## src/sv/sfa_pkg.sv

```systemverilog
package sfa_pkg;

   localparam int MaxSegments = 32;
   localparam int LenW        = 16;
   localparam int OwnW        = 16;
   localparam int IdxOutW     = 5;
   localparam int CsrIdxW     = 1;
   localparam int CsrDataW    = 16;

   localparam logic [1:0] ReqAlloc = 2'd0;
   localparam logic [1:0] ReqFree  = 2'd1;
   localparam logic [1:0] ReqInit  = 2'd2;

   localparam logic [1:0] StOk      = 2'd0;
   localparam logic [1:0] StNoFit   = 2'd1;
   localparam logic [1:0] StFull    = 2'd2;
   localparam logic [1:0] StNoOwner = 2'd3;

   localparam logic [CsrIdxW-1:0] CsrFitMode   = 1'd0;
   localparam logic [CsrIdxW-1:0] CsrTotalSize = 1'd1;

   typedef enum logic [3:0] {
      S_IDLE,
      S_SCAN_RD,
      S_SCAN,
      S_DECIDE,
      S_SHIFT_RD,
      S_SHIFT_WR,
      S_MERGE_RD,
      S_MERGE,
      S_DONE
   } state_type;

   typedef struct packed {
      logic [LenW-1:0] len;
      logic [OwnW-1:0] owner;
      logic            free;
   } seg_type;

endpackage

```

## src/sv/sfa_if.sv

```systemverilog
interface sfa_req_if;
   logic        valid;
   logic        ready;
   logic [1:0]  req_type;
   logic [15:0] owner_id;
   logic [15:0] request_size;
   modport source (output valid, req_type, owner_id, request_size, input ready);
   modport sink (input valid, req_type, owner_id, request_size, output ready);
endinterface

interface sfa_rsp_if;
   logic        valid;
   logic        ready;
   logic [1:0]  status;
   logic [4:0]  segment_index;
   logic [15:0] chosen_size;
   modport source (output valid, status, segment_index, chosen_size, input ready);
   modport sink (input valid, status, segment_index, chosen_size, output ready);
endinterface

```

## src/sv/sfa_ram.sv

```systemverilog
module sfa_ram #(
   parameter int Width = 8,
   parameter int Depth = 32
) (
   input  logic                     clock,
   input  logic                     wr_en,
   input  logic [$clog2(Depth)-1:0] wr_addr,
   input  logic [Width-1:0]         wr_data,
   input  logic [$clog2(Depth)-1:0] rd_addr,
   output logic [Width-1:0]         rd_data
);
   logic [Width-1:0] mem [Depth];

   always_ff @(posedge clock) begin
      if (wr_en) begin
         mem[wr_addr] <= wr_data;
      end
      rd_data <= mem[rd_addr];
   end
endmodule

```

## src/sv/segment_fit_allocator.sv

```systemverilog
// channel   dir  handshake      payload
// req       in   valid/ready    req_type, owner_id, request_size
// rsp       out  valid/ready    status, segment_index, chosen_size
// csr       in   write enable   csr_index, csr_data
// Steps per word: allocate scans every table entry, and a split then shifts the
//   entries above the pick up by one; free scans up to the owner's segment (all
//   entries if none), then merges free runs over the whole table; init writes one
//   free segment. The single table RAM (one read, one write a cycle) sets the pace.
// Reset (synchronous) leaves one free segment of 65535 units.
// req_ready is low while a word is in work or its result waits on rsp.
module segment_fit_allocator #(
   parameter int MaxSegments = sfa_pkg::MaxSegments
) (
   input  logic                         clock,
   input  logic                         reset,
   sfa_req_if.sink                      req,
   sfa_rsp_if.source                    rsp,
   input  logic                         csr_we,
   input  logic [sfa_pkg::CsrIdxW-1:0]  csr_index,
   input  logic [sfa_pkg::CsrDataW-1:0] csr_data
);
   localparam int AW = $clog2(MaxSegments);
   localparam int CW = $clog2(MaxSegments + 1);
   localparam int SW = $bits(sfa_pkg::seg_type);

   sfa_pkg::state_type state_ff, state_in;
   logic        fit_mode_ff;
   logic [15:0] total_ff;
   logic [CW-1:0] count_ff, count_in;
   logic [1:0]  kind_ff, kind_in;
   logic [15:0] own_ff, own_in, size_ff, size_in;
   logic [CW-1:0] rp_ff, rp_in, wp_ff, wp_in;
   logic          found_ff, found_in;
   logic [AW-1:0] pick_ff, pick_in;
   logic [15:0]   plen_ff, plen_in;
   sfa_pkg::seg_type last_ff, last_in;
   logic          have_ff, have_in;
   logic [1:0]  st_ff, st_in;
   logic [4:0]  idx_ff, idx_in;
   logic [15:0] cs_ff, cs_in;
   logic        vld_ff, vld_in;

   logic          we;
   logic [AW-1:0] wa, ra;
   sfa_pkg::seg_type wd, rd;
   logic [SW-1:0] rd_raw;
   logic [16:0]   sum;

   sfa_ram #(.Width(SW), .Depth(MaxSegments)) u_tab (
      .clock(clock), .wr_en(we), .wr_addr(wa), .wr_data(wd),
      .rd_addr(ra), .rd_data(rd_raw));
   assign rd = sfa_pkg::seg_type'(rd_raw);
   assign sum = {1'b0, last_ff.len} + {1'b0, rd.len};

   assign req.ready = (state_ff == sfa_pkg::S_IDLE) && !vld_ff;
   assign rsp.valid = vld_ff;
   assign rsp.status = st_ff;
   assign rsp.segment_index = idx_ff;
   assign rsp.chosen_size = cs_ff;

   always_ff @(posedge clock) begin
      if (reset) begin
         state_ff <= sfa_pkg::S_DONE;
         fit_mode_ff <= 1'b0;
         total_ff <= 16'hFFFF;
         count_ff <= CW'(1);
         vld_ff <= 1'b0;
         kind_ff <= sfa_pkg::ReqAlloc;
      end else begin
         state_ff <= state_in;
         count_ff <= count_in;
         vld_ff <= vld_in;
         kind_ff <= kind_in;
         if (csr_we) begin
            unique case (csr_index)
               sfa_pkg::CsrFitMode:   fit_mode_ff <= csr_data[0];
               sfa_pkg::CsrTotalSize: total_ff <= csr_data;
               default: ;
            endcase
         end
      end
      own_ff <= own_in; size_ff <= size_in; rp_ff <= rp_in; wp_ff <= wp_in;
      found_ff <= found_in; pick_ff <= pick_in; plen_ff <= plen_in;
      last_ff <= last_in; have_ff <= have_in;
      st_ff <= st_in; idx_ff <= idx_in; cs_ff <= cs_in;
   end

   always_comb begin
      state_in = state_ff; count_in = count_ff; vld_in = vld_ff; kind_in = kind_ff;
      own_in = own_ff; size_in = size_ff; rp_in = rp_ff; wp_in = wp_ff;
      found_in = found_ff; pick_in = pick_ff; plen_in = plen_ff;
      last_in = last_ff; have_in = have_ff;
      st_in = st_ff; idx_in = idx_ff; cs_in = cs_ff;
      we = 1'b0; wa = '0; wd = '0; ra = rp_ff[AW-1:0];
      if (vld_ff && rsp.ready) vld_in = 1'b0;
      unique case (state_ff)
         sfa_pkg::S_IDLE: begin
            if (req.valid && req.ready) begin
               kind_in = req.req_type; own_in = req.owner_id;
               size_in = req.request_size;
               rp_in = '0; found_in = 1'b0; pick_in = '0;
               st_in = sfa_pkg::StOk; idx_in = '0; cs_in = '0;
               unique case (req.req_type)
                  sfa_pkg::ReqAlloc: state_in = sfa_pkg::S_SCAN_RD;
                  sfa_pkg::ReqFree: begin
                     st_in = sfa_pkg::StNoOwner; state_in = sfa_pkg::S_SCAN_RD;
                  end
                  sfa_pkg::ReqInit: state_in = sfa_pkg::S_DONE;
                  default: begin vld_in = 1'b1; end
               endcase
            end
         end
         sfa_pkg::S_SCAN_RD: begin
            state_in = sfa_pkg::S_SCAN;
         end
         sfa_pkg::S_SCAN: begin
            state_in = sfa_pkg::S_SCAN_RD;
            if (kind_ff == sfa_pkg::ReqAlloc) begin
               if (rd.free && rd.len >= size_ff &&
                   (!found_ff || (!fit_mode_ff && rd.len < plen_ff) ||
                    (fit_mode_ff && rd.len > plen_ff))) begin
                  found_in = 1'b1; pick_in = rp_ff[AW-1:0]; plen_in = rd.len;
               end
            end else if (!rd.free && rd.owner == own_ff) begin
               we = 1'b1; wa = rp_ff[AW-1:0];
               wd = '{len: rd.len, owner: rd.owner, free: 1'b1};
               st_in = sfa_pkg::StOk; idx_in = 5'(rp_ff); cs_in = rd.len;
               rp_in = '0; wp_in = '0; have_in = 1'b0;
               state_in = sfa_pkg::S_MERGE_RD;
            end
            if (state_in == sfa_pkg::S_SCAN_RD) begin
               rp_in = rp_ff + CW'(1);
               if (rp_in >= count_ff) begin
                  if (kind_ff == sfa_pkg::ReqAlloc) state_in = sfa_pkg::S_DECIDE;
                  else begin
                     rp_in = '0; wp_in = '0; have_in = 1'b0;
                     state_in = sfa_pkg::S_MERGE_RD;
                  end
               end
            end
         end
         sfa_pkg::S_DECIDE: begin
            if (!found_ff) begin
               st_in = sfa_pkg::StNoFit; vld_in = 1'b1; state_in = sfa_pkg::S_IDLE;
            end else if (plen_ff == size_ff) begin
               we = 1'b1; wa = pick_ff;
               wd = '{len: size_ff, owner: own_ff, free: 1'b0};
               idx_in = 5'(pick_ff); cs_in = size_ff;
               vld_in = 1'b1; state_in = sfa_pkg::S_IDLE;
            end else if (count_ff >= CW'(MaxSegments)) begin
               st_in = sfa_pkg::StFull; vld_in = 1'b1; state_in = sfa_pkg::S_IDLE;
            end else begin
               wp_in = count_ff; rp_in = count_ff - CW'(1);
               state_in = sfa_pkg::S_SHIFT_RD;
            end
         end
         sfa_pkg::S_SHIFT_RD: begin
            if (wp_ff == CW'(pick_ff) + CW'(1)) begin
               we = 1'b1; wa = pick_ff;
               wd = '{len: plen_ff - size_ff, owner: own_ff, free: 1'b1};
               state_in = sfa_pkg::S_SHIFT_WR;
            end else begin
               state_in = sfa_pkg::S_SHIFT_WR;
            end
         end
         sfa_pkg::S_SHIFT_WR: begin
            we = 1'b1; wa = wp_ff[AW-1:0];
            if (wp_ff == CW'(pick_ff) + CW'(1)) begin
               wd = '{len: size_ff, owner: own_ff, free: 1'b0};
               idx_in = 5'(wp_ff); cs_in = plen_ff;
               count_in = count_ff + CW'(1);
               vld_in = 1'b1; state_in = sfa_pkg::S_IDLE;
            end else begin
               wd = rd;
               wp_in = wp_ff - CW'(1); rp_in = rp_ff - CW'(1);
               state_in = sfa_pkg::S_SHIFT_RD;
            end
         end
         sfa_pkg::S_MERGE_RD: begin
            if (rp_ff >= count_ff) begin
               if (have_ff) begin
                  we = 1'b1; wa = wp_ff[AW-1:0]; wd = last_ff;
               end
               count_in = wp_ff + (have_ff ? CW'(1) : CW'(0));
               vld_in = 1'b1; state_in = sfa_pkg::S_IDLE;
            end else begin
               state_in = sfa_pkg::S_MERGE;
            end
         end
         sfa_pkg::S_MERGE: begin
            if (have_ff && last_ff.free && rd.free) begin
               last_in.len = sum[16] ? 16'hFFFF : sum[15:0];
            end else begin
               if (have_ff) begin
                  we = 1'b1; wa = wp_ff[AW-1:0]; wd = last_ff;
                  wp_in = wp_ff + CW'(1);
               end
               last_in = rd; have_in = 1'b1;
            end
            rp_in = rp_ff + CW'(1);
            state_in = sfa_pkg::S_MERGE_RD;
         end
         sfa_pkg::S_DONE: begin
            we = 1'b1; wa = '0;
            wd = '{len: total_ff, owner: '0, free: 1'b1};
            count_in = CW'(1);
            if (kind_ff == sfa_pkg::ReqInit) begin
               st_in = sfa_pkg::StOk; idx_in = '0; cs_in = total_ff;
            end
            vld_in = (kind_ff == sfa_pkg::ReqInit);
            state_in = sfa_pkg::S_IDLE;
         end
         default: state_in = sfa_pkg::S_IDLE;
      endcase
   end
endmodule

```

## src/flat_wrapper.sv

```systemverilog
// flat-port wrapper written by rule: the top's interface ports become plain ports
module segment_fit_allocator_flat 
#(
   parameter int MaxSegments = sfa_pkg::MaxSegments
)
  (clock, reset, csr_we, csr_index, csr_data, req_valid, req_req_type, req_owner_id, req_request_size, req_ready, rsp_valid, rsp_status, rsp_segment_index, rsp_chosen_size, rsp_ready);
  sfa_req_if req_i ();
  sfa_rsp_if rsp_i ();
  input  logic clock;
  input  logic reset;
  input  logic csr_we;
  input  logic [sfa_pkg::CsrIdxW-1:0] csr_index;
  input  logic [sfa_pkg::CsrDataW-1:0] csr_data;
  input wire logic [$bits(req_i.valid)-1:0] req_valid;
  input wire logic [$bits(req_i.req_type)-1:0] req_req_type;
  input wire logic [$bits(req_i.owner_id)-1:0] req_owner_id;
  input wire logic [$bits(req_i.request_size)-1:0] req_request_size;
  output wire logic [$bits(req_i.ready)-1:0] req_ready;
  output wire logic [$bits(rsp_i.valid)-1:0] rsp_valid;
  output wire logic [$bits(rsp_i.status)-1:0] rsp_status;
  output wire logic [$bits(rsp_i.segment_index)-1:0] rsp_segment_index;
  output wire logic [$bits(rsp_i.chosen_size)-1:0] rsp_chosen_size;
  input wire logic [$bits(rsp_i.ready)-1:0] rsp_ready;
  assign req_i.valid = req_valid;
  assign req_i.req_type = req_req_type;
  assign req_i.owner_id = req_owner_id;
  assign req_i.request_size = req_request_size;
  assign req_ready = req_i.ready;
  assign rsp_valid = rsp_i.valid;
  assign rsp_status = rsp_i.status;
  assign rsp_segment_index = rsp_i.segment_index;
  assign rsp_chosen_size = rsp_i.chosen_size;
  assign rsp_i.ready = rsp_ready;
  segment_fit_allocator #(.MaxSegments(MaxSegments)) u_core (.clock(clock), .reset(reset), .req(req_i), .rsp(rsp_i), .csr_we(csr_we), .csr_index(csr_index), .csr_data(csr_data));
endmodule
```

## config.mk

```make
export PLATFORM = sky130hd
export DESIGN_NAME = segment_fit_allocator_flat
export DESIGN_NICKNAME = d
export VERILOG_FILES = /design/src/sv/sfa_pkg.sv /design/src/sv/sfa_if.sv /design/src/sv/sfa_ram.sv /design/src/sv/segment_fit_allocator.sv /design/src/flat_wrapper.sv
export SDC_FILE = /design/constraint.sdc
export NUM_CORES = 1
export LEC_CHECK = 0
export BUFFER_PORTS_ARGS = -buffer_cell sky130_fd_sc_hd__buf_4
export CAP_MARGIN = 20
export CORE_MARGIN = 2
export CORE_UTILIZATION = 40
export DETAILED_ROUTE_END_ITERATION = 6
export PLACE_DENSITY_LB_ADDON = 0.12
export SLEW_MARGIN = 20
export SYNTH_ARGS = -nofsm -noshare
export SYNTH_HDL_FRONTEND = slang
export SYNTH_HIERARCHICAL = 1
export SYNTH_SLANG_ARGS = --single-unit
```

## constraint.sdc

```tcl
create_clock -name clock -period 6.75 [get_ports clock]
set_clock_uncertainty 0.1 [all_clocks]
set_input_delay 1.35 -clock clock [delete_from_list [all_inputs] [get_ports clock]]
set_output_delay 1.35 -clock clock [all_outputs]
set_load 0.01 [all_outputs]
```

==> impl_metrics.toml <==
[outcome]
status = "finished, final reports clean"

[floorplanning]
die_h_um = 366
pin_count = 81
start_util_pct = 40.4
dieArea_um2 = 134000
core_area_um2 = 130000
die_w_um = 366
rows = 132

[logic_synthesis]
syn_area_um2 = 52400
synth_ff_type = "edfxtp_1"
avgSynthCellArea_um2 = 15.3
synth_most_common_cell = "edfxtp_1"
async_flop_share_pct = 0
synth_top_area_share_pct = 67.6
synthTopCellsByArea = "edfxtp_1 68%, mux2i_1 11%, dfxtp_1 2.4%"
synth_common_cells = "1179 x edfxtp_1, 550 x mux2i_1, 221 x nand2_1"
seq_area_frac_synth_pct = 70.0
syn_nets = 3575
yosys.area.top_type = "edfxtp_1"
yosysWarnings = 6
synth_cells = 3430
synth.distinct_cells = 84
ys_seq_elements = 1242
synth_edf_count = 1179

[global_route]
grt_start_max_net_pins = 136
grt_overflow = 0
first_global_vias = 30985
grt_pass1_wl_mm = 214
grt.total_usage_pct = 21.6
antenna_found_initial = 0

[critical_path]
crit_end = "u_core/u_tab/mem[28][0]"
rr_startpoint = "u_core/state_ff[2]"
slowest_stage = "nor2_4"
worst_path_largest_cell_delay_ns = 0.82
cp-startpoint = "u_core/state_ff[2]"
worst-r2r-setup-slack_ns = 1.62
critPathCaptureType = "flip-flop"
reg2reg_to = "u_core/u_tab/mem[28][0]"
critical_path_arrival_ns = 5.50
startpoint_type = "flip-flop"
worstPathRequired_ns = 7.12
critPathMaxFanout = 21
path_cells = "nor2_1 > nand2_1 > inv_2 > nand2_1 > inv_2 > and4b_1 > inv_1 > o21ai_0 > a221o_1 > or3b_2 > nor2_4 > buf_4"
path_class = "flip-flop to flip-flop"
r2r_cells = 12

[clock_tree]
h-tree-depth = 4
post_cts_buffers = 0
root_buffer = "clkbuf_16"
numCtsBuffers = 137
cts_tree = "built"
clk_latency_ns = 0.79
cts.sinks = 1242
cts_buffer_depth = 3
cts_hold_buffers = 0
clkTransAtPathRegs_ns = 0.06
cts_resized = 0

[timing]
min_period_ns = 5.13
hold_viol_final = 0
final-setup-viol-count = 0
grt_setup_unrepaired = "false"
setup_tns_ns = 0
tightest_slew_ns = 1.19
post-route-period-util_pct = 76.0
slew_headroom_pct = 20.6
fmax_ghz = 0.195
drv_slew = 0

[placement]
place.gp.congestion = 0.865
placed_cell_area_um2 = 55400
portBuffers = 80
hpwl_mm = 85.3

[cells_and_area]
fin_area_um2 = 59700
drive_above_1_share_pct = 12.2
area_growth_pct = 13.9
n_antenna_cell = 0
n_fill_cell = 11329
multi_input_area_um2 = 14700
num-nets-final = 3694
regArea_um2 = 36700

[power_and_ir_drop]
p_leak_nw = 22.2
powerDensity_nw_per_um2 = 274
ir_drop_mv = 0.239

[drt]
wl_mm = 146
dr_total_vias = 30522
detail-route-antenna-nets = 0
via_per_inst = 5.65
drc = 0
wl_per_cell_um = 27.0
first_pass_iters = 5
drtIter0Drc = 2748

[hold_path]
hold_path_class = "flip-flop to flip-flop"
whs_path_depth = 0

[run]
drv_cap = 0
## logic make-up (layout without fill, tap and decap cells)
kind of cell             after synthesis  count (layout)  share of synthesized area, %
AO/OA/AOI/OAI                        589             589                          7.79
AND/OR/NAND/NOR                      639             639                          5.87
adder cells (fa/ha/maj)               89              89                          2.17
buffers and inverters                256             486                          2.56
XOR/XNOR                              61              61                          1.03
multiplexers                         554             554                          10.6
flip-flops                          1242            1242                          70.0
## through the flow
stage | util [%] | power, mW | cells | setup WS, ns | hold WS, ns
6_report | 46.0 | 16.3 | 5402 | 1.62 | 0.372
2_1_floorplan | - | 9.06 | 3430 | 1.61 | 0.332
3_3_place_gp | 42.6 | 9.31 | 5151 | 1.75 | 0.352
5_1_grt | 46.0 | 16.9 | 5402 | 1.38 | 0.388
3_5_place_dp | 42.7 | 9.32 | 5152 | 1.61 | 0.367
4_1_cts | 46.0 | 16.5 | 5402 | 1.60 | 0.377
## cell usage in the layout (no fill, tap or decap), types with 26 or more instances in the layout
master,instances
xnor2_1,42
and2_1,26
dfxtp_1,63
ha_1,86
o21ai_0,43
nor3_1,48
a22o_1,68
clkbuf_16,140
inv_1,65
a21oi_1,155
mux2i_1,550
edfxtp_1,1179
a22oi_1,112
nand2_1,216
nor2_4,33
nand3_1,160
nor2_1,52
clkbuf_1,37
a31oi_1,43
buf_4,142
## worst min-delay path by stage
stage	start	end	slack [ns]
finish	u_core/u_tab/rd_data[7]	u_core/last_ff[7]	0.37
global route	u_core/u_tab/rd_data[15]	u_core/last_ff[15]	0.39
CTS	u_core/u_tab/rd_data[7]	u_core/last_ff[7]	0.38
detailed placement	u_core/u_tab/rd_data[7]	u_core/last_ff[7]	0.37
global placement	u_core/u_tab/rd_data[15]	u_core/last_ff[15]	0.35
floorplan	u_core/total_ff[11]	u_core/total_ff[11]	0.33
## flip-flops by register name, indices dropped and copies added (netlist names), 2 cells and up
name,count
u_core/count_ff,6
u_core/kind_ff,2
u_core/last_ff,33
u_core/own_ff,16
u_core/pick_ff,5
u_core/plen_ff,16
u_core/rp_ff,6
u_core/rsp.chosen_size,16
u_core/rsp.segment_index,5
u_core/rsp.status,2
u_core/size_ff,16
u_core/state_ff,4
u_core/total_ff,16
u_core/u_tab/mem,1056
u_core/u_tab/rd_data,33
u_core/wp_ff,6
## worst max-delay path, delay by kind of cell (launching register included)
kind	cells	cell delay, ns
and+or+nand+nor	6	2.78
DFF	1	0.73
AOI/OAI and AO/OA	2	0.43
buffers and inverters	4	0.74
## cell type report
type | instances | share of cell area (%)
clock buffers | 182 | 6.22
flip-flops and latches | 1242 | 61.4
inverters | 69 | 0.434
repair buffers | 167 | 2.62
well taps | 1742 | 3.65
clock inverters | 68 | 0.987
multi-input cells | 1932 | 24.7
## power breakdown
group	leakage, nW	internal [mW]	switching (mW)	total [mW]
registers	12.5	8.48	0.0527	8.53
logic	7.56	0.219	0.414	0.633
clock network	2.10	4.09	3.09	7.19
## metal layers
layer,vias up,global-route usage (%),wire length [um]
met5,-,0,0
met3,218,3.60,7410
met4,0,5.86,3350
met1,15718,29.6,64600
met2,948,35.7,70600
li1,13638,-,-
No activity file was read; power rests on OpenSTA's default activity.
